**config.mk**
```make
export PLATFORM = sky130hd
export DESIGN_NAME = cci_sqrt
export DESIGN_NICKNAME = d
export VERILOG_FILES = /design/src/cci_sqrt.sv
export SDC_FILE = /design/constraint.sdc
export NUM_CORES = 1
export LEC_CHECK = 0
export BUFFER_PORTS_ARGS = -buffer_cell sky130_fd_sc_hd__buf_2
export CAP_MARGIN = 40
export CORE_MARGIN = 3
export CORE_UTILIZATION = 55
export CTS_CLUSTER_DIAMETER = 50
export DETAILED_ROUTE_END_ITERATION = 8
export GPL_TIMING_DRIVEN = 0
export PLACE_DENSITY = 0.81
export SYNTH_ARGS = -nofsm -noshare
export SYNTH_HDL_FRONTEND = slang
export SYNTH_SLANG_ARGS = --single-unit
```
**constraint.sdc**
```tcl
create_clock -name i_clk -period 1.9 [get_ports i_clk]
set_input_delay 0 -clock i_clk [delete_from_list [all_inputs] [get_ports i_clk]]
set_output_delay 0 -clock i_clk [all_outputs]
set_load 0.01 [all_outputs]
```
**src/cci_sqrt.sv**
```systemverilog
// Pipelined integer square root, one result bit per stage.
`default_nettype none

module cci_sqrt #(
    parameter int KW = 8
) (
    input  logic            i_clk,
    input  logic [KW-1:0]   i_k,
    output logic [KW/2-1:0] o_root
);

    localparam int SW  = KW / 2;
    localparam int RMW = SW + 2;
    localparam int CUW = SW + 4;

    logic [RMW-1:0] r_rem  [SW];
    logic [SW-1:0]  r_root [SW];
    logic [KW-1:0]  r_rad  [SW];

    // Each stage brings in two radicand bits and decides one root bit.
    for (genvar g = 0; g < SW; g++) begin : g_step
        logic [RMW-1:0] p_rem;
        logic [SW-1:0]  p_root;
        logic [KW-1:0]  p_rad;
        logic [CUW-1:0] cur;
        logic [CUW-1:0] trial;
        if (g == 0) begin : g_head
            assign p_rem  = '0;
            assign p_root = '0;
            assign p_rad  = i_k;
        end else begin : g_body
            assign p_rem  = r_rem[g-1];
            assign p_root = r_root[g-1];
            assign p_rad  = r_rad[g-1];
        end
        assign cur   = {p_rem, p_rad[KW-1:KW-2]};
        assign trial = CUW'({p_root, 2'b01});
        always_ff @(posedge i_clk) begin
            if (cur >= trial) begin
                r_rem[g]  <= RMW'(cur - trial);
                r_root[g] <= {p_root[SW-2:0], 1'b1};
            end else begin
                r_rem[g]  <= RMW'(cur);
                r_root[g] <= {p_root[SW-2:0], 1'b0};
            end
            r_rad[g] <= {p_rad[KW-3:0], 2'b00};
        end
    end

    assign o_root = r_root[SW-1];

endmodule

`default_nettype wire

```
== Yosys cells after proc, flatten, opt, wreduce, memory -nomap -nowiden ==
Memories as Yosys holds them, arrays and structs flattened.
Index checks and enable logic that the tools add are counted.
Storage, ports and cells
  memories: 3
  logic and storage cells: 39
  input bits: 9
  bits in registers: 0
  memory bits (writable): 64
Cells by class
  $add $sub $neg: 4
  mux-type cells: 20
  magnitude comparators: 4
  bitwise logic cells: 8
Memory list
  r_rad: depth 4, width 6, rd ports 3, clocked after memory_dff 0, write ports 4, RTL line 18  | logic [KW-1:0] r_rad [SW];
  r_rem: depth 4, width 6, rd ports 3, clocked after memory_dff 0, write ports 4, RTL line 16  | logic [RMW-1:0] r_rem [SW];
  r_root: depth 4, width 4, rd ports 4, clocked after memory_dff 0, write ports 4, RTL line 17  | logic [SW-1:0] r_root [SW];
Operators by type and width (number)
  8-bit by 6-bit greater-or-equal comparator with 1-bit output: 3
  6-bit 2-to-1 mux: 4
  6-bit subtractor: 3
  4-bit 2-to-1 mux: 4
  1-bit 2-to-1 mux: 12
  1-bit OR: 8
  2-bit by 1-bit subtractor with 3-bit output (second input constant): 1
  2-bit by 1-bit greater-or-equal comparator with 1-bit output (second input constant): 1

== Logic depth before layout (Yosys ltp) ==
Gate-level depths: netlist of run 1.
An unclocked memory read counts as a cell.
  depth in word-level cells: 5
  depth in mapped cells: 8

== Worst setup path before layout of run 1 ==
OpenSTA, ideal clock, no wires.
  path type: flip-flop to flip-flop
  from: mem r_rem[0][8] (netlist name)
  to: mem r_rem[1][2] (netlist name)
  stages on the path, launching flop included: 6
  slack: 228 ps
  arrival time: 1551 ps
  clock period less this slack: 1672 ps
  data required time: 1779 ps
  path buffers: 1
  path through: dfxtp_1 -> or4_1 -> a31oi_1 -> nor2b_2 -> buf_6 -> mux2_4
RTL lines (RTL line)
  start: declaration: 16

==> results.cfg, run 1 <==
[placement]
gp_congestion = 0.852
dp_slack_ps = 101
dp_hpwl_mm = 1.32
io_buffers = 12

[final_layout]
synthToLayoutAreaGrowth_pct = 21.9
drive_gt1_share_pct = 19.7
final_nets = 156
nFillCells = 152
diodes = 0

[sta]
finalSetupViolations = 0
rsz0062_at_grt = false
clock_skew_ps = 2.95
period_share_pct = 96.2
max_freq_ghz = 0.547
hold_viol = 0
fin_ws_ps = 71.9
tns_ps = 0
final_max_slew_viol_count = 0
fin_crit_ps = 1830

[setup_path]
end_kind = register
cp.required_ps = 2120
crit_type = reg2reg
r2r_end = r_rem[1][2]
worstRegToRegCells = 5
cp.arrival_ps = 2050
endpoint = r_rem[1][2]
crit_start = r_rem[0][8]
critPathMaxFanout = 6
rr_startpoint = r_rem[0][8]
crit_path_start_kind = register
reg2reg_slack_ps = 70

[global_routing]
grt_start_max_net_pins = 12
grt_antenna_before_repair = 0
grt_pass1_wl_mm = 3.12
track_usage_pct = 16.0
grt_pass1_vias = 805
grt_overflow = 0

[drt]
wl_mm = 1.82
firstDrtPassIters = 4
viasPerCell = 4.99
final_antenna_net_count = 0
drt_iter0_drc = 10
drc = 0
wire_per_inst_microns = 11.1
vias = 819

[logic_synthesis]
synth.distinct_cells = 29
yosysSeqAreaShare_pct = 59.7
synth_area_leaders = dfxtp_1, ha_1, inv_1
ys_warn_count = 0
netlist_area_sq_um = 1240
synth_seq_cells = 37
async_flop_share_pct = 0
syn_inst = 108
synth-edff-count = 0
yosysTopAreaCell = dfxtp_1
synth_nets = 128
ys.flop_type = dfxtp_1
netlist.area_leader.share_pct = 59.7
synth.avg_cell_area_sq_um = 11.5

[pwr]
power_density_nw_per_um2 = 1100
vdd_ir_drop_max_uv = 687
leakage_nw = 0.717

[floorplanning]
fp.dieH_microns = 53.5
io_pins = 13
core_area_sq_um = 2040
die_area_sq_um = 2860
start_util_pct = 60.8
rows = 16
die_w_microns = 53.5

[clock_tree]
clk_latency_ps = 320
ctsHtreeMaxLevel = 2
numCtsBuffers = 5
root_buffer = clkbuf_4
tritoncts = yes
clock_sinks = 37
clockBufferDepth = 2
path_clk_slew_ps = 100

[flow_run]
max_cap_viol_count = 0

[outcome]
status = complete, no violations

[hold_path]
hp-class = in2reg
-- Yosys cell counts (2+ instances only) --
master / count
a21oi_1: 5
dfxtp_1: 37
ha_1: 11
inv_1: 13
mux2_4: 2
nor2_1: 6
nor2b_1: 2
nor3_1: 3
o21ai_0: 6
xnor2_1: 4
-- registers in the layout (all words and copies together), names as in the netlist --
| name | cells |
|---|---|
| r_rem | 15 |
| r_rad | 12 |
| r_root | 10 |
-- layout make-up --
type,instances,area [sq um],share of cell area [%]
repair buffers,21,150,9.93
inverters,13,48.8,3.23
clock buffers,7,55.1,3.64
well taps,27,33.8,2.23
flip-flops and latches,37,741,49.0
plain buffers,1,11.3,0.744
multi-input cells,57,443,29.3
clock inverters,1,30.0,1.99
-- per-stage QoR --
step                      power [mW]  area, sq um  instances  hold slack (ps)  utilization, %
after floorplan                 1.06         1240        108             27.7               -
after global placement          1.10         1340        147              102            65.4
after detailed placement        1.11         1340        147              104            65.4
after CTS                       1.67         1510        164              297            74.0
after global routing            1.74         1510        164              293            74.1
final                           1.66         1510        164              306            74.1
-- critical path: stages (launching register included) --
cell	delay (ps)
dfxtp_1	360
or4_1	540
a31oi_1	210
nor2b_2	190
buf_6	130
mux2_4	290
-- per-layer routing --
metal,track usage (%),share of wire [%],vias to the layer above
met5,0,0,-
met4,12.3,3.4,0
met3,7.04,4.6,6
met2,28.4,53,19
met1,13.8,39,389
li1,-,-,405
-- how the worst min path moves through the flow --
stage                       from     endpoint  slack (ps)  depth (start not counted)
final                     i_k[5]  r_rad[0][5]         310                          2
after CTS                 i_k[5]  r_rad[0][5]         300                          2
after floorplan           i_k[0]  r_rad[0][0]          30                          0
after global placement    i_k[2]  r_rad[0][2]         100                          1
after detailed placement  i_k[2]  r_rad[0][2]         100                          1
after global routing      i_k[1]  r_rad[0][1]         290                          2
-- cell families after synthesis --
group	count (synthesis)	share of synthesized area (%)
compound gates	16	7.46
xor+xnor	5	3.53
fa+ha+maj	11	11.1
buf+inv	14	4.84
flops	37	59.7
mux	3	3.23
other cells	1	0.302
simple gates	21	9.88
-- timing repair --
item / CTS / global route
hold buffers: 9 / 0
hold endpoints to repair: 9 / 0
setup endpoints to repair: 0 / 4
setup buffers: 0 / 0
gates resized for setup: 0 / 2
-- cells in the final DEF, fill, tap and decap left out, types with 2 or more instances in the layout --
cell / Yosys / routed
xnor2_1: 4 / 4
ha_1: 11 / 11
nor2_1: 6 / 6
a21oi_1: 5 / 5
o21ai_0: 6 / 6
dlygate4sd3_1: 0 / 9
clkbuf_4: 0 / 5
nor3_1: 3 / 3
nor2b_1: 2 / 2
buf_2: 0 / 12
mux2_4: 2 / 2
inv_1: 13 / 13
dfxtp_1: 37 / 37
-- power by group --
| group | leakage, nW | total, mW | internal (mW) | switching [mW] |
|---|---|---|---|---|
| combinational | 0.361 | 0.211 | 0.116 | 0.0953 |
| sequential | 0.311 | 0.899 | 0.863 | 0.0364 |
| clock | 0.0455 | 0.547 | 0.314 | 0.233 |
| total | 0.717 | 1.66 | 1.29 | 0.365 |
No activity file was read; power rests on OpenSTA's default activity.
==> run 2, diff against run 1 <==
==> constraint.sdc (replaced) <==
create_clock -name i_clk -period 1.9 [get_ports i_clk]
set_input_delay 0.285 -clock i_clk [delete_from_list [all_inputs] [get_ports i_clk]]
set_output_delay 0.285 -clock i_clk [all_outputs]
set_load 0.01 [all_outputs]
==> results.cfg, run 2 (synthesis results as in run 1) <==
[outcome]
status = complete, no violations

[sta]
fin_crit_ps = 1820
clock_skew_ps = 3.89
rsz0062_at_grt = false
hold_viol = 0
period_share_pct = 95.9
tns_ps = 0
finalSetupViolations = 0
final_max_slew_viol_count = 0
max_freq_ghz = 0.549
hold_ws_ps = 55.5

[drt]
wl_mm = 1.70
final_antenna_net_count = 0
firstDrtPassIters = 4
vias = 777
wire_per_inst_microns = 11.0
viasPerCell = 5.01
drt_iter0_drc = 6
drc = 0

[clock_tree]
cts_hold_buffers = 0
clockBufferDepth = 2
path_clk_slew_ps = 100
root_buffer = clkbuf_4
cts_setup_buffers = 0
ctsResizeCount = 0
numCtsBuffers = 5
clock_sinks = 37
tritoncts = yes
clk_latency_ps = 320
ctsHtreeMaxLevel = 2

[setup_path]
cpMaxStageDelayCell = or4_1
r2r_end = r_rem[1][2]
crit_path_start_kind = register
path_delay_family = simple AND/OR/NAND/NOR gates
crit_buf_inv = 1
crit_start = r_rem[0][8]
crit_chain = or4_1, a31oi_1, nor2b_2, buf_6, mux2_4
cp.arrival_ps = 2040
cp.depth = 5
cp.required_ps = 2120
endpoint = r_rem[1][2]
end_kind = register
crit_type = reg2reg
cpPeakStageDelay_ps = 540
worstRegToRegCells = 5
reg2reg_slack_ps = 80
rr_startpoint = r_rem[0][8]
critPathMaxFanout = 6

[final_layout]
diodes = 0
top_regs = r_rem x15, r_rad x12, r_root x10
drive_gt1_share_pct = 21.1
largest_reg_flops = 15
top_register = r_rem
final_cell_mix = dfxtp_1, inv_1, buf_2, ha_1
synthToLayoutAreaGrowth_pct = 14.6
nFillCells = 160
final_common_cell = dfxtp_1
final_nets = 147

[pwr]
power_density_nw_per_um2 = 1150
power_frac_comb_pct = 12.0
power_frac_seq_pct = 54.8
p_clk_share_pct = 33.2
vdd_ir_drop_max_uv = 677
netSwitchingFraction_pct = 21.9
leakage_nw = 0.678
p_sw_mw = 0.359
intPower_mw = 1.28

[hold_path]
hold_depth = 1
hp-class = in2reg

[floorplanning]
die_area_sq_um = 2860
io_pins = 13
start_util_pct = 60.8
rows = 16
die_w_microns = 53.5
core_area_sq_um = 2040
fp.dieH_microns = 53.5

[global_routing]
grt_start_max_net_pins = 12
grt_overflow = 0
grt_antenna_before_repair = 0
grt_pass1_wl_mm = 2.94
grt_pass1_vias = 761
track_usage_pct = 15.2

[placement]
dp_hpwl_mm = 1.32
io_buffers = 12
gp_congestion = 0.852

[flow_run]
max_cap_viol_count = 0
[run 2: through the flow]
step / utilization, % / std cells / area, sq um / setup WS [ps] / power (mW)
after floorplan: - / 108 / 1240 / 228 / 1.06
after global placement: 65.4 / 147 / 1340 / 129 / 1.10
after detailed placement: 65.4 / 147 / 1340 / 101 / 1.11
after CTS: 69.5 / 155 / 1420 / 76.9 / 1.65
after global routing: 69.7 / 155 / 1420 / 11.5 / 1.72
final: 69.7 / 155 / 1420 / 77.1 / 1.64
[run 2: area by class of cell]
class / count / area (sq um) / area share [%]
repair buffers: 12 / 60.1 / 4.22
multi-input cells: 57 / 443 / 31.1
clock buffers: 7 / 55.1 / 3.87
clock inverters: 1 / 30.0 / 2.11
inverters: 13 / 48.8 / 3.43
plain buffers: 1 / 11.3 / 0.792
flip-flops and latches: 37 / 741 / 52.1
well taps: 27 / 33.8 / 2.37
[run 2: worst register-to-register path, delay by kind of cell, from the launching register on]
kind,cells,cell delay (ps)
buffers and inverters,1,130
flip-flops,1,360
AND/OR/NAND/NOR,2,730
multiplexers,1,290
AO/OA/AOI/OAI,1,210
[run 2: worst min-delay path by stage]
stage,startpoint,to
2_1_floorplan,r_rad[0][0],r_rad[1][2]
3_3_place_gp,r_rad[1][2],r_rad[2][4]
3_5_place_dp,r_rad[0][3],r_rad[1][5]
4_1_cts,i_k[5],r_rad[0][5]
5_1_grt,i_k[5],r_rad[0][5]
6_report,i_k[2],r_rad[0][2]
[run 2: per-layer routing]
layer	up-vias	GRT usage, %	share of wire [%]	wire length, microns
met2	15	25.9	52	883
met3	6	7.04	4.6	79
met4	0	12.3	3.5	60
met5	-	0	0	0
met1	368	13.4	40	680
li1	388	-	-	-
[run 2: power by group through the flow]
stage               sequential (mW)  clock [mW]  combinational, mW
floorplan                     0.911           0              0.145
global placement              0.912           0              0.186
detailed placement            0.918           0              0.196
CTS                           0.900       0.558              0.197
global route                  0.907       0.593              0.224
finish                        0.899       0.544              0.196
