File: src/cci_pkg.sv
// Shared constants for the circle-circle intersection pipeline.
`default_nettype none

package cci_pkg;

    // Width of the multiplier operand slice handled in one pipeline stage.
    localparam int MUL_CHUNK = 16;

endpackage

`default_nettype wire

File: src/cci_mul.sv
// Pipelined unsigned multiplier that consumes one slice of the second operand per stage.
`default_nettype none

module cci_mul import cci_pkg::*; #(
    parameter int AW = 8,
    parameter int BW = 8
) (
    input  logic            i_clk,
    input  logic [AW-1:0]   i_a,
    input  logic [BW-1:0]   i_b,
    output logic [AW+BW-1:0] o_p
);

    localparam int NS = (BW + MUL_CHUNK - 1) / MUL_CHUNK;
    localparam int BP = NS * MUL_CHUNK;
    localparam int PW = AW + BP;
    localparam int CW = AW + MUL_CHUNK;

    logic [BP-1:0] b_pad;
    logic [AW-1:0] r_a   [NS];
    logic [BP-1:0] r_b   [NS];
    logic [PW-1:0] r_acc [NS];

    assign b_pad = BP'(i_b);

    // Each stage adds one shifted partial product to the running sum.
    for (genvar g = 0; g < NS; g++) begin : g_stage
        logic [CW-1:0] pp;
        if (g == 0) begin : g_head
            assign pp = i_a * b_pad[MUL_CHUNK-1:0];
            always_ff @(posedge i_clk) begin
                r_a[g]   <= i_a;
                r_b[g]   <= b_pad;
                r_acc[g] <= PW'(pp);
            end
        end else begin : g_body
            assign pp = r_a[g-1] * r_b[g-1][g*MUL_CHUNK +: MUL_CHUNK];
            always_ff @(posedge i_clk) begin
                r_a[g]   <= r_a[g-1];
                r_b[g]   <= r_b[g-1];
                r_acc[g] <= r_acc[g-1] + (PW'(pp) << (g*MUL_CHUNK));
            end
        end
    end

    assign o_p = r_acc[NS-1][AW+BW-1:0];

endmodule

`default_nettype wire

File: config.mk
export PLATFORM = sky130hd
export DESIGN_NAME = cci_mul
export DESIGN_NICKNAME = d
export VERILOG_FILES = /design/src/cci_pkg.sv /design/src/cci_mul.sv
export SDC_FILE = /design/constraint.sdc
export NUM_CORES = 1
export LEC_CHECK = 0
export BUFFER_PORTS_ARGS = -buffer_cell sky130_fd_sc_hd__buf_2
export CORE_MARGIN = 2
export CORE_UTILIZATION = 59
export DETAILED_ROUTE_END_ITERATION = 7
export PLACE_DENSITY = 0.8
export SLEW_MARGIN = 20
export SYNTH_ARGS = -nofsm -noshare
export SYNTH_HDL_FRONTEND = slang
export SYNTH_SLANG_ARGS = --single-unit
File: constraint.sdc
create_clock -name i_clk -period 4.2 [get_ports i_clk]
set_input_delay 0 -clock i_clk [delete_from_list [all_inputs] [get_ports i_clk]]
set_output_delay 0 -clock i_clk [all_outputs]
set_load 0.05 [all_outputs]
## Word level (Yosys, flattened, before mapping)

Memory sizes are Yosys's and may differ from the RTL's.
Index checks and enable logic that the tools add are counted.

- Multiply operators: 1

Operators by type and width:

| kind | count |
|---|---|
| $mul A8 B8 Y16 | 1 |

- Register bits after elaboration: 0
- Memory bits (writable): 16
- Input bits: 17
- Output and inout bits: 16
- Logic and storage cells: 2
- Memories: 1

Memory list:

| name | depth | width | rd ports | clocked after memory_dff | write ports | line | source |
|---|---|---|---|---|---|---|---|
| r_acc | 1 | 16 | 1 | 0 | 1 | cci_mul.sv:22 | `logic [PW-1:0] r_acc [NS];` |

## Logic depth before layout (Yosys ltp)

Gate-level depths: netlist (run 1).

- Word-level depth: 1
- Mapped depth: 15
- Mapped depth without buffers: 15

## Least setup slack after synthesis (run 1)

No wires, ideal clock.

- Kind: input-to-reg
- Start point: input port i_b[4]
- End point: memory r_acc[0][11] (netlist name)
- Library setup time: 0.072 ns
- Data arrival time: 3.497 ns
- Data required time: 4.128 ns
- Setup slack: 0.631 ns
- Stages: 15
- Path buffers: 0
- Cell sequence: and2_1 fa_1 inv_1 fa_1 inv_1 fa_1 inv_1 fa_1 inv_1 ha_1 and2_4 a221oi_2 nand2_1 a31oi_1 xnor2_1

- Longest elaborated chain between the ends: 1

RTL lines:

| element | line | source |
|---|---|---|
| start: declaration | cci_mul.sv:10 | `input logic [BW-1:0] i_b,` |
| $mul A8 B8 Y16 | cci_mul.sv:30 | `assign pp = i_a * b_pad[MUL_CHUNK-1:0];` |
| named net g_stage[0].pp[11] | cci_mul.sv:28 | `logic [CW-1:0] pp;` |
| end: declaration | cci_mul.sv:22 |  |

The timed path passes the listed nets, and every way through them passes these cells.

## Worst setup path in the final report (run 1)

Ends and elaborated chain as after synthesis.

==> flow_metrics.env, run 1 <==
export IMPL_post_cts_buffers=0
export IMPL_routed_via_density=5.18
export IMPL_rows=23
export IMPL_initial_core_util_pct=61.1
export IMPL_yosysWarnings=0
export IMPL_cap_violations=0
export IMPL_cp_top_family="adder cells"
export IMPL_multi_input_area_um2=1920
export IMPL_total_power_w=0.00141
export IMPL_grt_first_pass_wirelength_mm=7.44
export IMPL_endpoint_kind="flop"
export IMPL_drive_above_1_share_pct=13.6
export IMPL_finalHoldViolCount=0
export IMPL_numCtsBuffers=3
export IMPL_cp_slowest_stage_delay_ns=0.53
export IMPL_dr_pass1_iters=4
export IMPL_area_delta_synth_final_pct=10.9
export IMPL_avgSynthCellArea_um2=9.37
export IMPL_worstSetupPathType="input port to flop"
export IMPL_wl_mm=4.19
export IMPL_slew_headroom_pct=65.9
export IMPL_ios=33
export IMPL_gp_congestion=0.880
export IMPL_fin_ws_ns=0.489
export IMPL_path_cells="buf_2 > and2_1 > fa_1 > inv_1 > fa_1 > inv_1 > fa_1 > inv_1 > fa_1 > inv_1 > ha_1 > and2_4 > a221oi_2 > nand2_1 > a31oi_1 > xnor2_1"
export IMPL_mostFrequentLayoutCells="inv_1 (49), and2_1 (47), fa_1 (36), ha_1 (36), buf_2 (32)"
export IMPL_insertedDiodeCount=0
export IMPL_max_freq_ghz=0.269
export IMPL_cts_repair_resized=0
export IMPL_setup_tns_ns=0
export IMPL_ys_types=29
export IMPL_cts_max_level=1
export IMPL_io_buffer_count=32
export IMPL_syn_inst=259
export IMPL_avgRoutedWirePerCell_um=12.2
export IMPL_drc_errors=0
export IMPL_largest_reg_flops=16
export IMPL_ys_ff_latch=16
export IMPL_status="complete, no violations"
export IMPL_worstMarginPinSlew_ns=0.505
export IMPL_clock_root_buffer="clkbuf_8"
export IMPL_top_register="r_acc"
export IMPL_vias=1783
export IMPL_core_area_um2=3970
export IMPL_dieArea_um2=4640
export IMPL_final_nets=385
export IMPL_grt_use_total_pct=21.1
export IMPL_fillers=338
export IMPL_critPathRequiredTime_ns=4.38
export IMPL_path_buf_inv=5
export IMPL_syn_area_um2=2430
export IMPL_crit_fanout=8
export IMPL_leakage_nw=1.45
export IMPL_grt_pass1_vias=1803
export IMPL_setup_worst_path_start_class="input port"
export IMPL_setup_viol=0
export IMPL_worstHoldPathType="input port to flop"
export IMPL_clockBufferDepth=2
export IMPL_dpl_hpwl_mm=3.67
export IMPL_numClockSinks=16
export IMPL_clk_pin_slew_ns=0.06
export IMPL_ff_latch_area_um2=320
export IMPL_reg_largest_list="r_acc (16)"
export IMPL_crit_arrival_ns=3.89
export IMPL_powerDensity_nw_per_um2=523
export IMPL_final_common_cell="inv_1"
export IMPL_die_h_um=68.1
export IMPL_grt_max_degree=9
export IMPL_synth_nets=348
export IMPL_grt_setup_unrepaired="no"
export IMPL_cts_tree="done"
export IMPL_post_route_period_util_pct=88.4
export IMPL_seq_area_frac_synth_pct=13.2
export IMPL_fp_dieW_um=68.1
export IMPL_detail_route_iter0_violations=92
export IMPL_ant_nets=0
export IMPL_antenna_found_initial=0
export IMPL_slowest_stage="fa_1"
export IMPL_postCtsHoldBufs=0
export IMPL_pre_cts_ws_ns=0.249
export IMPL_peakVddDrop_uv=411
export IMPL_grt_overflow_total=0
export IMPL_fin_crit_ns=3.71
export IMPL_drv_slew=0
per-stage QoR:
step | area (um2) | hold slack, ns | util (%) | cells
global route | 2690 | 0.0696 | 67.8 | 344
global placement | 2650 | 0.304 | 66.7 | 341
floorplan | 2430 | 0.122 | - | 259
CTS | 2690 | 0.0516 | 67.8 | 344
finish | 2690 | 0.0552 | 67.8 | 344
detailed placement | 2650 | 0.307 | 66.7 | 341
where the power goes:
| part | leakage (nW) | switching [W] | total (W) | internal, W |
|---|---|---|---|---|
| combinational | 1.30 | 0.000654 | 0.00106 | 0.000406 |
| clock | 0.0216 | 0.0000498 | 0.000113 | 0.0000635 |
| sequential | 0.134 | 0.0000110 | 0.000234 | 0.000223 |
worst paths after layout:
path                  slack [ns]            to  depth (start not counted)  startpoint
worst max-delay path        0.49  r_acc[0][11]                         16      i_b[4]
worst min-delay path        0.06   r_acc[0][0]                          2      i_a[0]
synthesized netlist by cell type:
| master | instances | area share, % |
|---|---|---|
| inv_1 | 49 | 7.6 |
| and2_1 | 47 | 12 |
| fa_1 | 36 | 30 |
| ha_1 | 36 | 19 |
| nand2_1 | 23 | 3.6 |
| dfxtp_1 | 16 | 13 |
| xnor2_1 | 7 | 2.5 |
| nor2_1 | 6 | 0.93 |
| a21oi_1 | 5 | 1.0 |
| o21a_1 | 4 | 1.2 |
| xor2_1 | 4 | 1.4 |
| a211o_1 | 3 | 1.1 |
| and3_1 | 3 | 0.77 |
| nor2b_1 | 2 | 0.52 |
| nor3_1 | 2 | 0.41 |
| o211ai_1 | 2 | 0.62 |
| o21ai_1 | 2 | 0.41 |
| a211oi_2 | 1 | 0.52 |
| a21o_2 | 1 | 0.36 |
| a221oi_2 | 1 | 0.62 |
| a31oi_1 | 1 | 0.26 |
| and2_4 | 1 | 0.36 |
| nand3_1 | 1 | 0.21 |
| nor3b_2 | 1 | 0.52 |
| nor4_1 | 1 | 0.26 |
| o21ai_0 | 1 | 0.21 |
| o22a_1 | 1 | 0.36 |
| o311ai_0 | 1 | 0.36 |
| or4_1 | 1 | 0.31 |
final cells by class:
class                           count  area share [%]
Sequential cell                    16            11.9
Timing Repair Buffer               32            5.95
Clock buffer                        3            1.53
Tap cell                           50            2.32
Inverter                           49            6.83
Multi-Input combinational cell    194            71.5
cell families after synthesis:
| family | after synthesis | synth area share [%] |
|---|---|---|
| buffers and inverters | 49 | 7.58 |
| xor gates and xnor gates | 11 | 3.97 |
| DFF | 16 | 13.2 |
| adders and majority gates | 72 | 48.2 |
| and+or+nand+nor | 88 | 19.9 |
| AOI/OAI and AO/OA | 23 | 7.06 |
routing by layer:
layer / up-vias / share of wire [%] / GRT usage, %
met2: 21 / 56 / 39.3
met5: - / 0 / 0
met1: 876 / 41 / 26.3
li1: 882 / - / -
met4: 0 / 0.86 / 4.50
met3: 4 / 1.8 / 1.97
No activity file was read; power rests on OpenSTA's default activity.
==> inputs of run 2 (changes only) <==
Settings changed: CORE_UTILIZATION 59 to 60, CTS_BUF_LIST set to sky130_fd_sc_hd__clkbuf_8, PLACE_DENSITY 0.8 to 0.82.
==> run 2 against run 1 <==
Utilization up 0.84 points. Non-clock buffer count unchanged. Maximum frequency up 0.64%. Clock power up 21%. Flip-flop and latch count unchanged. Via count up 2.4%. Cell area up 0.51%. Final cell count up 0.29%. Total power up 2.4%. Critical endpoint unchanged.
==> flow_metrics.env, run 2 (synthesis gave the netlist of run 1 again) <==
export IMPL_fillers=313
export IMPL_setup_worst_path_start_class="input port"
export IMPL_dpl_hpwl_mm=3.91
export IMPL_crit_fanout=8
export IMPL_cp_slowest_stage_delay_ns=0.53
export IMPL_clock_root_buffer="clkbuf_8"
export IMPL_grt_setup_unrepaired="no"
export IMPL_top_register="r_acc"
export IMPL_cts_tree="done"
export IMPL_io_buffer_count=32
export IMPL_grt_use_total_pct=21.5
export IMPL_pre_cts_ws_ns=0.249
export IMPL_endpoint_kind="flop"
export IMPL_dr_pass1_iters=4
export IMPL_post_cts_buffers=0
export IMPL_grt_first_pass_wirelength_mm=7.44
export IMPL_setup_viol=0
export IMPL_avgRoutedWirePerCell_um=13.0
export IMPL_reg_largest_list="r_acc (16)"
export IMPL_grt_max_degree=10
export IMPL_largest_reg_flops=16
export IMPL_setup_tns_ns=0
export IMPL_vias=1826
export IMPL_powerDensity_nw_per_um2=533
export IMPL_drive_above_1_share_pct=13.9
export IMPL_max_freq_ghz=0.271
export IMPL_slowest_stage="fa_1"
export IMPL_wl_mm=4.49
export IMPL_area_delta_synth_final_pct=11.4
export IMPL_crit_arrival_ns=3.87
export IMPL_clockBufferDepth=2
export IMPL_status="complete, no violations"
export IMPL_fin_crit_ns=3.69
export IMPL_dieArea_um2=4570
export IMPL_peakVddDrop_uv=441
export IMPL_drv_slew=0
export IMPL_clk_pin_slew_ns=0.07
export IMPL_fp_dieW_um=67.6
export IMPL_fin_ws_ns=0.512
export IMPL_routed_via_density=5.29
export IMPL_ff_latch_area_um2=320
export IMPL_post_route_period_util_pct=87.8
export IMPL_core_area_um2=3940
export IMPL_final_common_cell="inv_1"
export IMPL_mostFrequentLayoutCells="inv_1 (49), and2_1 (47), fa_1 (36), ha_1 (36), buf_2 (32)"
export IMPL_cts_max_level=1
export IMPL_die_h_um=67.6
export IMPL_antenna_found_initial=0
export IMPL_worstSetupPathType="input port to flop"
export IMPL_grt_pass1_vias=1753
export IMPL_gp_congestion=0.861
export IMPL_cts_repair_resized=0
export IMPL_numCtsBuffers=3
export IMPL_multi_input_area_um2=1920
export IMPL_ant_nets=0
export IMPL_total_power_w=0.00144
export IMPL_worstMarginPinSlew_ns=0.453
export IMPL_initial_core_util_pct=61.6
export IMPL_final_nets=385
export IMPL_cap_violations=0
export IMPL_insertedDiodeCount=0
export IMPL_numClockSinks=16
export IMPL_slew_headroom_pct=69.4
export IMPL_postCtsHoldBufs=0
export IMPL_ios=33
export IMPL_leakage_nw=1.46
export IMPL_grt_overflow_total=0
export IMPL_detail_route_iter0_violations=55
export IMPL_rows=23
export IMPL_finalHoldViolCount=0
export IMPL_worstHoldPathType="input port to flop"
export IMPL_path_cells="buf_2 > and2_1 > fa_1 > inv_1 > fa_1 > inv_1 > fa_1 > inv_1 > fa_1 > inv_1 > ha_1 > and2_4 > a221oi_2 > nand2_1 > a31oi_1 > xnor2_1"
export IMPL_critPathRequiredTime_ns=4.38
export IMPL_timing_hold_ws_ns=0.0644
export IMPL_drc_errors=0
## run 2: cell types whose count changed in the layout (fill, tap and decap cells not counted), sizes merged
cell    delta
clkbuf     +1
## run 2: final cells by class
type / instances / share of cell area (%)
repair buffers: 32 / 5.92
multi-input cells: 194 / 71.1
inverters: 49 / 6.80
flip-flops and latches: 16 / 11.8
clock buffers: 4 / 2.04
well taps: 50 / 2.31
## run 2: routing by layer
layer	GRT usage, %	vias to the layer above	share of wire (%)
li1	-	884	-
met3	3.50	6	3.0
met4	3.83	0	0.89
met1	26.6	908	41
met5	0	-	0
met2	39.5	28	55
## run 2: report_power, final
group | total, W | internal, W | leakage [nW] | switching, W
registers | 0.000234 | 0.000223 | 0.134 | 0.0000115
logic | 0.00107 | 0.000408 | 1.30 | 0.000662
clock network | 0.000137 | 0.0000831 | 0.0288 | 0.0000538
total | 0.00144 | 0.000714 | 1.46 | 0.000727
## run 2: worst paths after layout
path    from      endpoint  depth (start not counted)
max   i_b[4]  r_acc[0][11]                         16
min   i_b[0]   r_acc[0][0]                          2
## run 2: metrics by stage
step | util, % | instances | cell area [um2]
after global placement | 67.2 | 341 | 2650
after detailed placement | 67.2 | 341 | 2650
after CTS | 68.6 | 345 | 2710
final | 68.6 | 345 | 2710
after global routing | 68.6 | 345 | 2710
after floorplan | - | 259 | 2430
## run 2: worst max-delay path: cells and delay by family
family | cells | cell delay, ns
fa+ha+maj | 5 | 2.38
compound gates | 2 | 0.52
simple gates | 3 | 0.48
buf+inv | 5 | 0.33
xor+xnor | 1 | 0.14
