## config.mk

```make
export PLATFORM = sky130hd
export DESIGN_NAME = cci_div
export DESIGN_NICKNAME = d
export VERILOG_FILES = /design/src/cci_div.sv
export SDC_FILE = /design/constraint.sdc
export NUM_CORES = 1
export LEC_CHECK = 0
export BUFFER_PORTS_ARGS = -buffer_cell sky130_fd_sc_hd__buf_2
export CAP_MARGIN = 20
export CORE_ASPECT_RATIO = 0.9
export CORE_MARGIN = 2
export CORE_UTILIZATION = 40
export CTS_CLUSTER_SIZE = 20
export DETAILED_ROUTE_END_ITERATION = 7
export PLACE_DENSITY = 0.6
export SETUP_SLACK_MARGIN = 0.1
export SYNTH_ARGS = -nofsm -noshare
export SYNTH_HDL_FRONTEND = slang
export SYNTH_SLANG_ARGS = --single-unit
export TNS_END_PERCENT = 20
```

## constraint.sdc

```tcl
create_clock -name i_clk -period 2.65 [get_ports i_clk]
set_input_delay 0.53 -clock i_clk [delete_from_list [all_inputs] [get_ports i_clk]]
set_output_delay 0.53 -clock i_clk [all_outputs]
set_load 0.02 [all_outputs]
```

## src/cci_div.sv

```systemverilog
// Pipelined restoring divider, one quotient bit per stage.
`default_nettype none

module cci_div #(
    parameter int NW = 16,
    parameter int DW = 8,
    parameter int QW = 8
) (
    input  logic          i_clk,
    input  logic [NW-1:0] i_num,
    input  logic [DW-1:0] i_den,
    output logic [QW-1:0] o_quo
);

    localparam int CUW = DW + 1;

    logic [DW-1:0] r_rem [QW];
    logic [QW-1:0] r_low [QW];
    logic [DW-1:0] r_den [QW];
    logic [QW-1:0] r_quo [QW];

    // The upper numerator part is known to be below the divisor, so only
    // the low quotient bits are developed.
    for (genvar g = 0; g < QW; g++) begin : g_step
        logic [DW-1:0]  p_rem;
        logic [QW-1:0]  p_low;
        logic [DW-1:0]  p_den;
        logic [QW-1:0]  p_quo;
        logic [CUW-1:0] cur;
        logic           ge;
        if (g == 0) begin : g_head
            assign p_rem = i_num[QW+DW-1:QW];
            assign p_low = i_num[QW-1:0];
            assign p_den = i_den;
            assign p_quo = '0;
        end else begin : g_body
            assign p_rem = r_rem[g-1];
            assign p_low = r_low[g-1];
            assign p_den = r_den[g-1];
            assign p_quo = r_quo[g-1];
        end
        assign cur = {p_rem, p_low[QW-1]};
        assign ge  = (cur >= CUW'(p_den));
        always_ff @(posedge i_clk) begin
            r_rem[g] <= ge ? DW'(cur - CUW'(p_den)) : DW'(cur);
            r_low[g] <= {p_low[QW-2:0], 1'b0};
            r_den[g] <= p_den;
            r_quo[g] <= {p_quo[QW-2:0], ge};
        end
    end

    assign o_quo = r_quo[QW-1];

endmodule

`default_nettype wire
```

# [After elaboration in Yosys (flattened, before gate mapping)]
# Memory sizes are Yosys's and may differ from the RTL's.
# Cells that the tools add are included.
# W data, S select, Z words.
[totals] ff_bits=0 latch_bits=0 ram_bits=248 rom_bits=0 input_bits=25 output_inout_bits=8 wordCells=28 mem_count=4
[mem_list] name="r_den" depth=8 word_bits=8 rd=7 rd_clocked_by_memory_dff=0 write_ports=8 line="19" text="logic [DW-1:0] r_den [QW];"
[mem_list] name="r_quo" depth=8 word_bits=8 rd=8 rd_clocked_by_memory_dff=0 write_ports=8 line="20" text="logic [QW-1:0] r_quo [QW];"
[mem_list] name="r_rem" depth=8 word_bits=8 rd=7 rd_clocked_by_memory_dff=0 write_ports=8 line="17" text="logic [DW-1:0] r_rem [QW];"
[mem_list] name="r_low" depth=8 word_bits=7 rd=7 rd_clocked_by_memory_dff=0 write_ports=8 line="18" text="logic [QW-1:0] r_low [QW];"
[classes] addsub=8 multipliers=0 n_div=0 order_cmp=8 eq_ne=0 n_shift=0 mux=8 bitwise_logic=0 n_reduce_logical=0
[ops] cell="$ge A9 B8 Y1" count=8
[ops] cell="$mux W8" count=8
[ops] cell="$sub A8 B8 Y8" count=8

# [Longest topological paths before layout]
# Gate-level depths: netlist of the first run.
# An unclocked memory read counts as a cell.
[depth] depth_word=3 mapped_depth=9 depth_no_buf=9

# [Worst setup path after synthesis of the first run]
# Ideal clock, no wire load.
[synth_path] path_type="input -> register" start="input i_den[6]" end="memory r_rem[0][6]" setup_ns=0.122 arrival_ns=1.941 t_required_ns=2.528 path_slack_ns=0.587 cell_stages=8 n_path_buf=1 path_cell_list="inv_1 -> ha_1 -> a21oi_1 -> a21boi_1 -> o21ai_1 -> a211oi_2 -> buf_4 -> o21ai_0"
[synth_lines] item="start, declared" line="11" text="input logic [DW-1:0] i_den,"
[synth_lines] item="end, declared" line="17"

==> metrics.md, run 1 <==
| Metric | Value |
|---|---|
| Synthesis warning total | `0` |
| Largest net degree at the start of global routing | `19` |
| Residual DRC count | `0` |
| CTS Root Cell | `clkbuf_16` |
| Area leader, netlist | `dfxtp_1` |
| Fin crit share | `0.8172` |
| Min Tclk post-route | `2.166 ns` |
| Hold_buf cts | `0` |
| Netlist Area Pre-Place | `0.006825 mm2` |
| Ys flop type | `dfxtp_1` |
| Layout cells sized above 1 | `0.1218` |
| Die height | `127.9 um` |
| CTS sink cnt | `176` |
| Area contributors post-synth | `dfxtp_1 52%, ha_1 12%, o21ai_0 5.1%` |
| Peak supply drop | `0.5284 mV` |
| Clk pin slew, worst setup/hold paths | `0.07 ns` |
| Critical Path Sink Type | `flop` |
| Average cell area after synthesis | `10.23 um2` |
| Final setup margin | `0.4845 ns` |
| Most frequent cell after synthesis | `dfxtp_1` |
| CTS tree | `built` |
| Worst relative slew slack | `0.6507` |
| HP Start | `i_num[1]` |
| CP Class | `flop to flop` |
| Placeable Area | `0.01678 mm2` |
| EDFF count, synth | `0` |
| DR vias | `4,504` |
| Slew of the pin with the lowest slew margin | `0.5184 ns` |
| HP Class | `primary input to flop` |
| Sequential share of the synthesized area | `0.5162` |
| Fin. Hold Viols | `0` |
| Post-DP HPWL | `8618 um` |
| Depth of the CTS H-tree | `4` |
| Layout area overhead | `14.70%` |
| Clock Skew | `0.008204 ns` |
| Post-DR wirelength/cell | `11.87 um` |
| Vias per cell | `4.781` |
| Num CTS Buffers | `17` |
| GP Congestion | `0.8369` |
| Resize count post-CTS | `0` |
| Vias in the first global route | `4,778` |
| Setup Fix Bufs, Post-CTS | `0` |
| Clock Path Buffers | `2` |
| Critical path's most frequent cell | `inv_1` |
| Synth Register Bits | `176` |
| RSZ-0062 raised after global routing | `false` |
| Setup TNS | `0 ns` |
| Clk Latency, worst-skew pair | `0.43 ns` |
| Reg-to-reg slack, setup | `0.48 ns` |
| Overall global routing resource usage | `0.1352` |
| Starting DRT DRC Count | `157` |
| First-pass GRT wire length | `19,680 um` |
| Post-synth cell types | `44` |
| Fmax | `461.8 MHz` |
| Hold Path End | `r_low[0][1]$_DFF_P_` |
| Mapped Cells | `667` |
| I/O Buffers | `32` |
| P per Cell Area | `1180 mW/mm2` |
| Slowest cell on crit path | `a211oi_2` |
| Synth top area share | `0.5162` |
| Setup WS pre-CTS | `0.2423 ns` |
| Worst Reg-to-Reg Cells | `8` |
| Max-cap violations | `0` |
| CP max FO | `7` |
| CP required | `2.96 ns` |
| Critical path cell sequence | `inv_1 > ha_1 > a21oi_1 > a21boi_1 > o21ai_1 > a211oi_2 > inv_1 > o32a_1` |
| Slew Viols, Final | `0` |
| Die X | `141.7 um` |
| DRT antenna net count | `0` |
| Synth cell count leaders | `176 x dfxtp_1, 82 x inv_1, 69 x o21ai_0, 64 x ha_1, 49 x nand2_1` |
| Worst Setup Start Kind | `flop` |
| Leakage | `3.656 nW` |
| CP peak stage delay | `0.45 ns` |
| CP Data Arrival Time | `2.48 ns` |
| Routed wire length | `11,180 um` |
| Status | `complete, no violations` |
| Mapped Nets | `763` |
| Worst hold stages | `1` |
| First-pass DRT Iterations | `4` |
| Total Nets Final | `814` |
| Initial Util | `0.4068` |
| Initial antenna violation count | `0` |
| Congestion Overflow GR | `0` |
| Ys async rst share | `0` |
| Ant. Diodes | `0` |
| Site Rows | `45` |
| R2r startpoint | `r_den[0][6]$_DFF_P_` |
| Final setup violation count | `0` |
| Die ar. | `0.01813 mm2` |
| # IOs | `33` |
| Reg2reg end | `r_rem[1][7]$_DFF_P_` |
==> through the flow <==
stage          instances  power, mW  hold slack [ns]    util  instance area, um2
2_1_floorplan        667      6.210           0.3096       -                6825
3_3_place_gp         910      6.798           0.3095  0.4326                7258
3_5_place_dp         910      6.940           0.3121  0.4326                7258
4_1_cts              942      9.345           0.1766  0.4666                7829
5_1_grt              942      9.967           0.1760  0.4666                7829
6_report             942      9.241           0.2052  0.4666                7829
==> kinds of logic after synthesis <==
family | after synthesis | share of synthesized area
buf+inv | 88 | 0.05041
simple gates | 127 | 0.08891
fa+ha+maj | 71 | 0.1379
flops | 176 | 0.5162
mux | 13 | 0.02346
compound gates | 164 | 0.1472
xor+xnor | 28 | 0.03593
==> per-layer routing <==
metal  track usage  share of wire  up-vias
li1              -              -     2361
met1        0.1301           0.41     2050
met2        0.2599           0.53       66
met3       0.03810          0.031       27
met4       0.07294          0.030        0
met5             0              0        -
==> critical path: cells and delay by family, from the launching register on <==
family | cells | cell delay (ns)
AOI/OAI and AO/OA | 5 | 1.19
adders and majority gates | 1 | 0.32
buffers and inverters | 2 | 0.21
DFF | 1 | 0.34
==> area by class of cell <==
class                   instances  area, um2
fillers                      1555       8950
flip-flops and latches        176       3523
multi-input cells             403       2958
clock buffers                  17      425.4
inverters                      82      307.8
well taps                     211      264.0
repair buffers                 38      205.2
clock inverters                15      145.1
==> flip-flops by register name, summed over array words and instances, names as in the netlist <==
register / cells
r_den: 56
r_rem: 56
r_quo: 36
r_low: 28
==> worst max-delay path by stage <==
stage / from / endpoint / slack [ns] / cells past startpoint
6_report: r_den[0][6]$_DFF_P_ / r_rem[1][7]$_DFF_P_ / 0.48 / 8
5_1_grt: r_den[0][6]$_DFF_P_ / r_rem[1][1]$_DFF_P_ / 0.31 / 9
4_1_cts: r_den[0][6]$_DFF_P_ / r_rem[1][7]$_DFF_P_ / 0.47 / 8
3_5_place_dp: i_num[13] / r_rem[0][2]$_DFF_P_ / 0.24 / 8
3_3_place_gp: i_num[13] / r_rem[0][2]$_DFF_P_ / 0.32 / 8
2_1_floorplan: i_den[6] / r_rem[0][6]$_DFF_P_ / 0.59 / 8
==> layout by cell type (no fill, tap or decap), drive strengths merged, types with 10 or more instances in the layout <==
| cell type | n |
|---|---|
| nor2 | 23 |
| xor2 | 19 |
| a21o | 17 |
| nor3 | 10 |
| dfxtp | 176 |
| a21oi | 36 |
| clkbuf | 17 |
| nor2b | 13 |
| nand3 | 12 |
| buf | 38 |
| inv | 89 |
| nand2 | 49 |
| ha | 64 |
| o21ai | 72 |
==> power breakdown <==
group	leakage, nW	internal, mW	switching, mW	total [mW]
sequential	1.48	3.34	0.273	3.61
combinational	1.90	1.51	1.75	3.26
clock	0.276	1.25	1.12	2.37
Power figures use the tool's default switching activity.
==> run 2, diff against run 1 <==
Clock period 2.65 ns to 2.2 ns, I/O delays scaled along.
==> run 2 against run 1 <==
  * Clock skew up 0.0018 ns
  * Flip-flop and latch count unchanged
  * Sequential share of layout area down 1.4 points
  * Global-route usage up 0.25 points
  * Register-to-register slack worse by 0.34 ns
  * Critical path type unchanged
  * Largest cell class unchanged
==> metrics.md, run 2 (same netlist as run 1, synthesis figures left out) <==
| Metric | Value |
|---|---|
| Setup WS pre-CTS | `-0.01376 ns` |
| Site Rows | `45` |
| Top delay family on crit path | `compound AO/OA/AOI/OAI gates` |
| Filler instances | `1,517` |
| Vias in the first global route | `4,783` |
| CTS sink cnt | `176` |
| Final Util | `0.4817` |
| Clock Skew | `0.009955 ns` |
| Commonest non-fill, non-tap cell in the layout | `dfxtp_1` |
| Residual DRC count | `0` |
| HP Class | `primary input to flop` |
| Clk pin slew, worst setup/hold paths | `0.07 ns` |
| Status | `complete, no violations` |
| Vias per cell | `4.832` |
| Slew of the pin with the lowest slew margin | `0.4657 ns` |
| CTS tree | `built` |
| Initial Util | `0.4068` |
| Num CTS Buffers | `17` |
| Worst Setup Start Kind | `flop` |
| Layout area overhead | `18.41%` |
| I/O Buffers | `32` |
| Congestion Overflow GR | `0` |
| Max-cap violations | `0` |
| Total Nets Final | `824` |
| Critical Path Sink Type | `flop` |
| Min Tclk post-route | `2.058 ns` |
| Largest net degree at the start of global routing | `20` |
| Placeable Area | `0.01678 mm2` |
| Depth of the CTS H-tree | `4` |
| Hold Slack | `0.1079 ns` |
| Final setup margin | `0.1419 ns` |
| Peak supply drop | `0.7070 mV` |
| Initial antenna violation count | `0` |
| Die ar. | `0.01813 mm2` |
| Slew Viols, Final | `0` |
| Die X | `141.7 um` |
| Layout cells sized above 1 | `0.1552` |
| Post-route cell area | `0.008082 mm2` |
| First-pass DRT Iterations | `4` |
| CP peak stage delay | `0.42 ns` |
| Post-DP HPWL | `8741 um` |
| Fin crit share | `0.9355` |
| Commonest non-fill, non-tap cells in the layout | `175 x dfxtp_1, 82 x inv_1, 68 x o21ai_0` |
| Post-DR wirelength/cell | `12.02 um` |
| First-pass GRT wire length | `20,000 um` |
| GP Congestion | `0.8530` |
| Clk Latency, worst-skew pair | `0.43 ns` |
| Critical path cell sequence | `ha_4 > a21o_1 > a221o_1 > nor2b_4 > o211ai_4 > buf_12 > mux2_4` |
| Fin. Hold Viols | `0` |
| DR vias | `4,600` |
| CTS Root Cell | `clkbuf_16` |
| Die height | `127.9 um` |
| Hold_buf cts | `0` |
| Overall global routing resource usage | `0.1378` |
| Routed wire length | `11,450 um` |
| Fmax | `485.9 MHz` |
| CP required | `2.51 ns` |
| Setup TNS | `0 ns` |
| Slowest cell on crit path | `a221o_1` |
| Clock Path Buffers | `2` |
| Worst relative slew slack | `0.6866` |
| RSZ-0062 raised after global routing | `true` |
| Leakage | `3.740 nW` |
| CP Data Arrival Time | `2.37 ns` |
| DRT antenna net count | `0` |
| Starting DRT DRC Count | `175` |
| CP max FO | `8` |
| Final setup violation count | `0` |
| Ant. Diodes | `0` |
| # IOs | `33` |
| Placement Cell Area | `0.007303 mm2` |
| Largest regs | `r_den: 56 flops, r_rem: 56 flops, r_quo: 36 flops` |
| CP Class | `flop to flop` |
| Buf/Inv on CP | `1` |
| P per Cell Area | `1438 mW/mm2` |
run 2: changes by cell type in the layout (fill, tap and decap cells not counted), moves of 2 or more:
cell	previous run	this run
o21ai_2	0	2
buf_4	6	14
clkinvlp_4	2	0
inv_6	2	6
ha_4	0	7
a21oi_2	0	3
a21boi_1	3	1
clkinv_8	1	3
clkinv_4	4	1
a21boi_2	0	2
ha_1	64	57
a21oi_1	36	33
run 2: what timing repair did:
| action | in CTS | in global routing |
|---|---|---|
| setup endpoints to repair | 1 | 23 |
| resized for setup | 0 | 19 |
| pin swaps | 1 | 6 |
| buffers inserted | 0 | 4 |
run 2: final cells by class:
cell class | instances | area [um2] | share of cell area
clock buffer | 17 | 425.4 | 0.05264
clock inverter | 15 | 185.2 | 0.02291
inverter | 82 | 307.8 | 0.03809
multi-input combinational | 403 | 3078 | 0.3809
sequential | 176 | 3525 | 0.4361
tap | 211 | 264.0 | 0.03267
timing repair buffer | 48 | 296.5 | 0.03669
run 2: metal layers:
layer,vias to the layer above,share of wire,track usage
li1,2382,-,-
met1,2094,0.41,0.1362
met2,94,0.52,0.2570
met3,30,0.035,0.03511
met4,0,0.031,0.08706
met5,-,0,0
run 2: stage by stage:
stage	power (mW)	std cells
after floorplan	7.480	667
after detailed placement	8.399	916
after global routing	12.49	952
after CTS	11.48	948
final	11.62	952
after global placement	8.226	916
run 2: worst reg2reg max path: stages (launching register included):
cell and delay (ns):
dfxtp_1 0.39, ha_4 0.24, a21o_1 0.18, a221o_1 0.42
nor2b_4 0.16, o211ai_4 0.10, buf_12 0.16, mux2_4 0.29
run 2: final timing paths:
kind	slack, ns	depth (start not counted)	startpoint	to
worst max-delay path	0.14	7	r_rem[5][2]$_DFF_P_	r_rem[6][5]$_DFF_P_
worst min register to register	0.33	0	r_quo[0][24]$_DFF_P_	r_quo[1][1]$_DFF_P_
worst min-delay path	0.11	1	i_num[1]	r_low[0][1]$_DFF_P_
worst max register to register	0.14	7	r_rem[5][2]$_DFF_P_	r_rem[6][5]$_DFF_P_
run 2: where the power goes:
| group | total, mW | internal, mW | switching (mW) |
|---|---|---|---|
| logic | 4.21 | 2.02 | 2.19 |
| clock network | 3.03 | 1.64 | 1.39 |
| registers | 4.38 | 4.02 | 0.359 |
| total | 11.6 | 7.68 | 3.94 |
==> run 3, diff against run 2 <==
Settings changed: CORE_UTILIZATION 40 to 60, PLACE_DENSITY 0.6 to 0.82.
==> run 3 against run 2 <==
  * Combinational power up 2%
  * Clock power down 7.9%
  * Global-route usage up 8.0 points
  * Fmax down 3.5%
  * Count of clock-buffer cells in the layout up 1
  * Wire length up 11%
  * Clock skew down 0.0021 ns
  * Critical path depth unchanged
  * Register-to-register slack worse by 0.07 ns
  * Worst hold slack worse by 0.0032 ns
  * First-iteration DRC count up 62%
==> metrics.md, run 3 (same netlist as run 1, synthesis figures left out) <==
| Metric | Value |
|---|---|
| Status | `complete, no violations` |
| Depth of the CTS H-tree | `4` |
| CP required | `2.52 ns` |
| Fin crit share | `0.9694` |
| Clk pin slew, worst setup/hold paths | `0.07 ns` |
| First-pass DRT Iterations | `5` |
| Post-DP HPWL | `8945 um` |
| CP peak stage delay | `0.38 ns` |
| CTS tree | `built` |
| GP Congestion | `0.8847` |
| Filler instances | `766` |
| Layout cells sized above 1 | `0.1486` |
| Residual DRC count | `0` |
| Min Tclk post-route | `2.133 ns` |
| Ant. Diodes | `0` |
| Slew of the pin with the lowest slew margin | `0.4711 ns` |
| Setup WS pre-CTS | `0.004635 ns` |
| Total Nets Final | `823` |
| Starting DRT DRC Count | `284` |
| Post-DR wirelength/cell | `14.29 um` |
| Die height | `105.2 um` |
| Site Rows | `36` |
| Placeable Area | `0.01095 mm2` |
| Max-cap violations | `0` |
| CTS Root Cell | `clkbuf_16` |
| Clock Path Buffers | `2` |
| Seq. cell area | `0.003525 mm2` |
| Layout area overhead | `15.73%` |
| Area occupied by multi-input gates | `0.003039 mm2` |
| Final setup violation count | `0` |
| Fin. Hold Viols | `0` |
| HP Class | `primary input to flop` |
| First-pass GRT wire length | `20,550 um` |
| Overall global routing resource usage | `0.2175` |
| Commonest non-fill, non-tap cells in the layout | `175 x dfxtp_1, 82 x inv_1, 68 x o21ai_0` |
| Hold_buf cts | `0` |
| # IOs | `33` |
| Die ar. | `0.01225 mm2` |
| Clock Skew | `0.007875 ns` |
| Congestion Overflow GR | `0` |
| Num CTS Buffers | `17` |
| Commonest non-fill, non-tap cell in the layout | `dfxtp_1` |
| Slew Viols, Final | `0` |
| Initial antenna violation count | `0` |
| Worst relative slew slack | `0.6830` |
| Final setup margin | `0.06735 ns` |
| I/O Buffers | `32` |
| CP startpoint | `r_den[5][4]$_DFF_P_` |
| R2r startpoint | `r_den[5][4]$_DFF_P_` |
| Leakage | `3.699 nW` |
| Vias in the first global route | `4,692` |
| Vias per cell | `5.277` |
| DRT antenna net count | `0` |
| Placement Cell Area | `0.007222 mm2` |
| Critical Path Sink Type | `flop` |
| Post-route cell area | `0.007899 mm2` |
| Largest regs | `r_den: 56 flops, r_rem: 56 flops, r_quo: 36 flops` |
| CP Data Arrival Time | `2.45 ns` |
| DR vias | `4,707` |
| Fmax | `468.9 MHz` |
| HP Start | `i_num[3]` |
| Largest net degree at the start of global routing | `18` |
| CP max FO | `8` |
| Setup TNS | `0 ns` |
| Initial Util | `0.6236` |
| Worst Setup Start Kind | `flop` |
| CP Class | `flop to flop` |
| Peak supply drop | `0.5994 mV` |
| Slowest cell on crit path | `o211ai_4` |
| Critical path cell sequence | `inv_1 > ha_1 > and3_1 > a221o_1 > nor2b_4 > o211ai_4 > mux2_4` |
| Routed wire length | `12,740 um` |
| Die X | `116.4 um` |
| P per Cell Area | `1456 mW/mm2` |
| CTS sink cnt | `176` |
| Hold Slack | `0.1047 ns` |
| Clk Latency, worst-skew pair | `0.43 ns` |
| RSZ-0062 raised after global routing | `true` |
[run 3: cell count changes in the layout (fill, tap and decap cells not counted), moves of 2 or more]
cell,before,now
ha_1,57,61
ha_4,7,3
clkinvlp_4,0,3
buf_4,14,12
buf_6,1,3
clkinv_2,0,2
clkinv_8,3,1
inv_8,4,2
[run 3: report_power, final]
part / leakage (nW) / internal, mW / switching, mW
clock network: 0.265 / 1.48 / 1.31
registers: 1.48 / 4.02 / 0.369
logic: 1.95 / 2.00 / 2.32
[run 3: metal layers]
metal  vias up  track usage  part of all wire  wire length (um)
met3        25      0.07715             0.041               525
met2       107       0.3771              0.51              6553
met4         0      0.09184             0.018               232
met5         -            0                 0                 0
met1      2194       0.2377              0.43              5432
li1       2381            -                 -                 -
[run 3: timing repair]
item                                    4_1_cts  5_1_grt
endpoints found under the setup margin       14       31
resized for setup                             1       18
pin swaps                                     1        7
buffers inserted                              0        4
hold endpoints to repair                      0        0
[run 3: worst paths after layout]
| kind | slack, ns | cells after the start | endpoint |
|---|---|---|---|
| worst max-delay path | 0.07 | 7 | r_rem[6][5]$_DFF_P_ |
| worst min-delay path | 0.10 | 1 | r_low[0][3]$_DFF_P_ |
| worst max register to register | 0.07 | 7 | r_rem[6][5]$_DFF_P_ |
| worst min register to register | 0.33 | 0 | r_quo[1][9]$_DFF_P_ |
[run 3: final cells by class]
cell class / instances / area share
Clock buffer: 18 / 0.05433
Clock inverter: 14 / 0.01568
Inverter: 82 / 0.03897
Multi-Input combinational cell: 403 / 0.3848
Sequential cell: 176 / 0.4462
Tap cell: 152 / 0.02408
Timing Repair Buffer: 47 / 0.03596
[run 3: through the flow]
step,utilization,std cells,power [mW]
detailed placement,0.6598,856,8.406
finish,0.7217,892,11.50
floorplan,-,667,7.480
CTS,0.7110,888,11.27
global placement,0.6598,856,8.186
global route,0.7217,892,12.25
[run 3: worst max-delay path, delay by kind of cell (launching register included)]
family,cells,cell delay [ns]
DFF,1,0.32
muxes,1,0.34
AOI/OAI and AO/OA,2,0.66
and+or+nand+nor,2,0.30
buffers and inverters,1,0.05
adders and majority gates,1,0.34
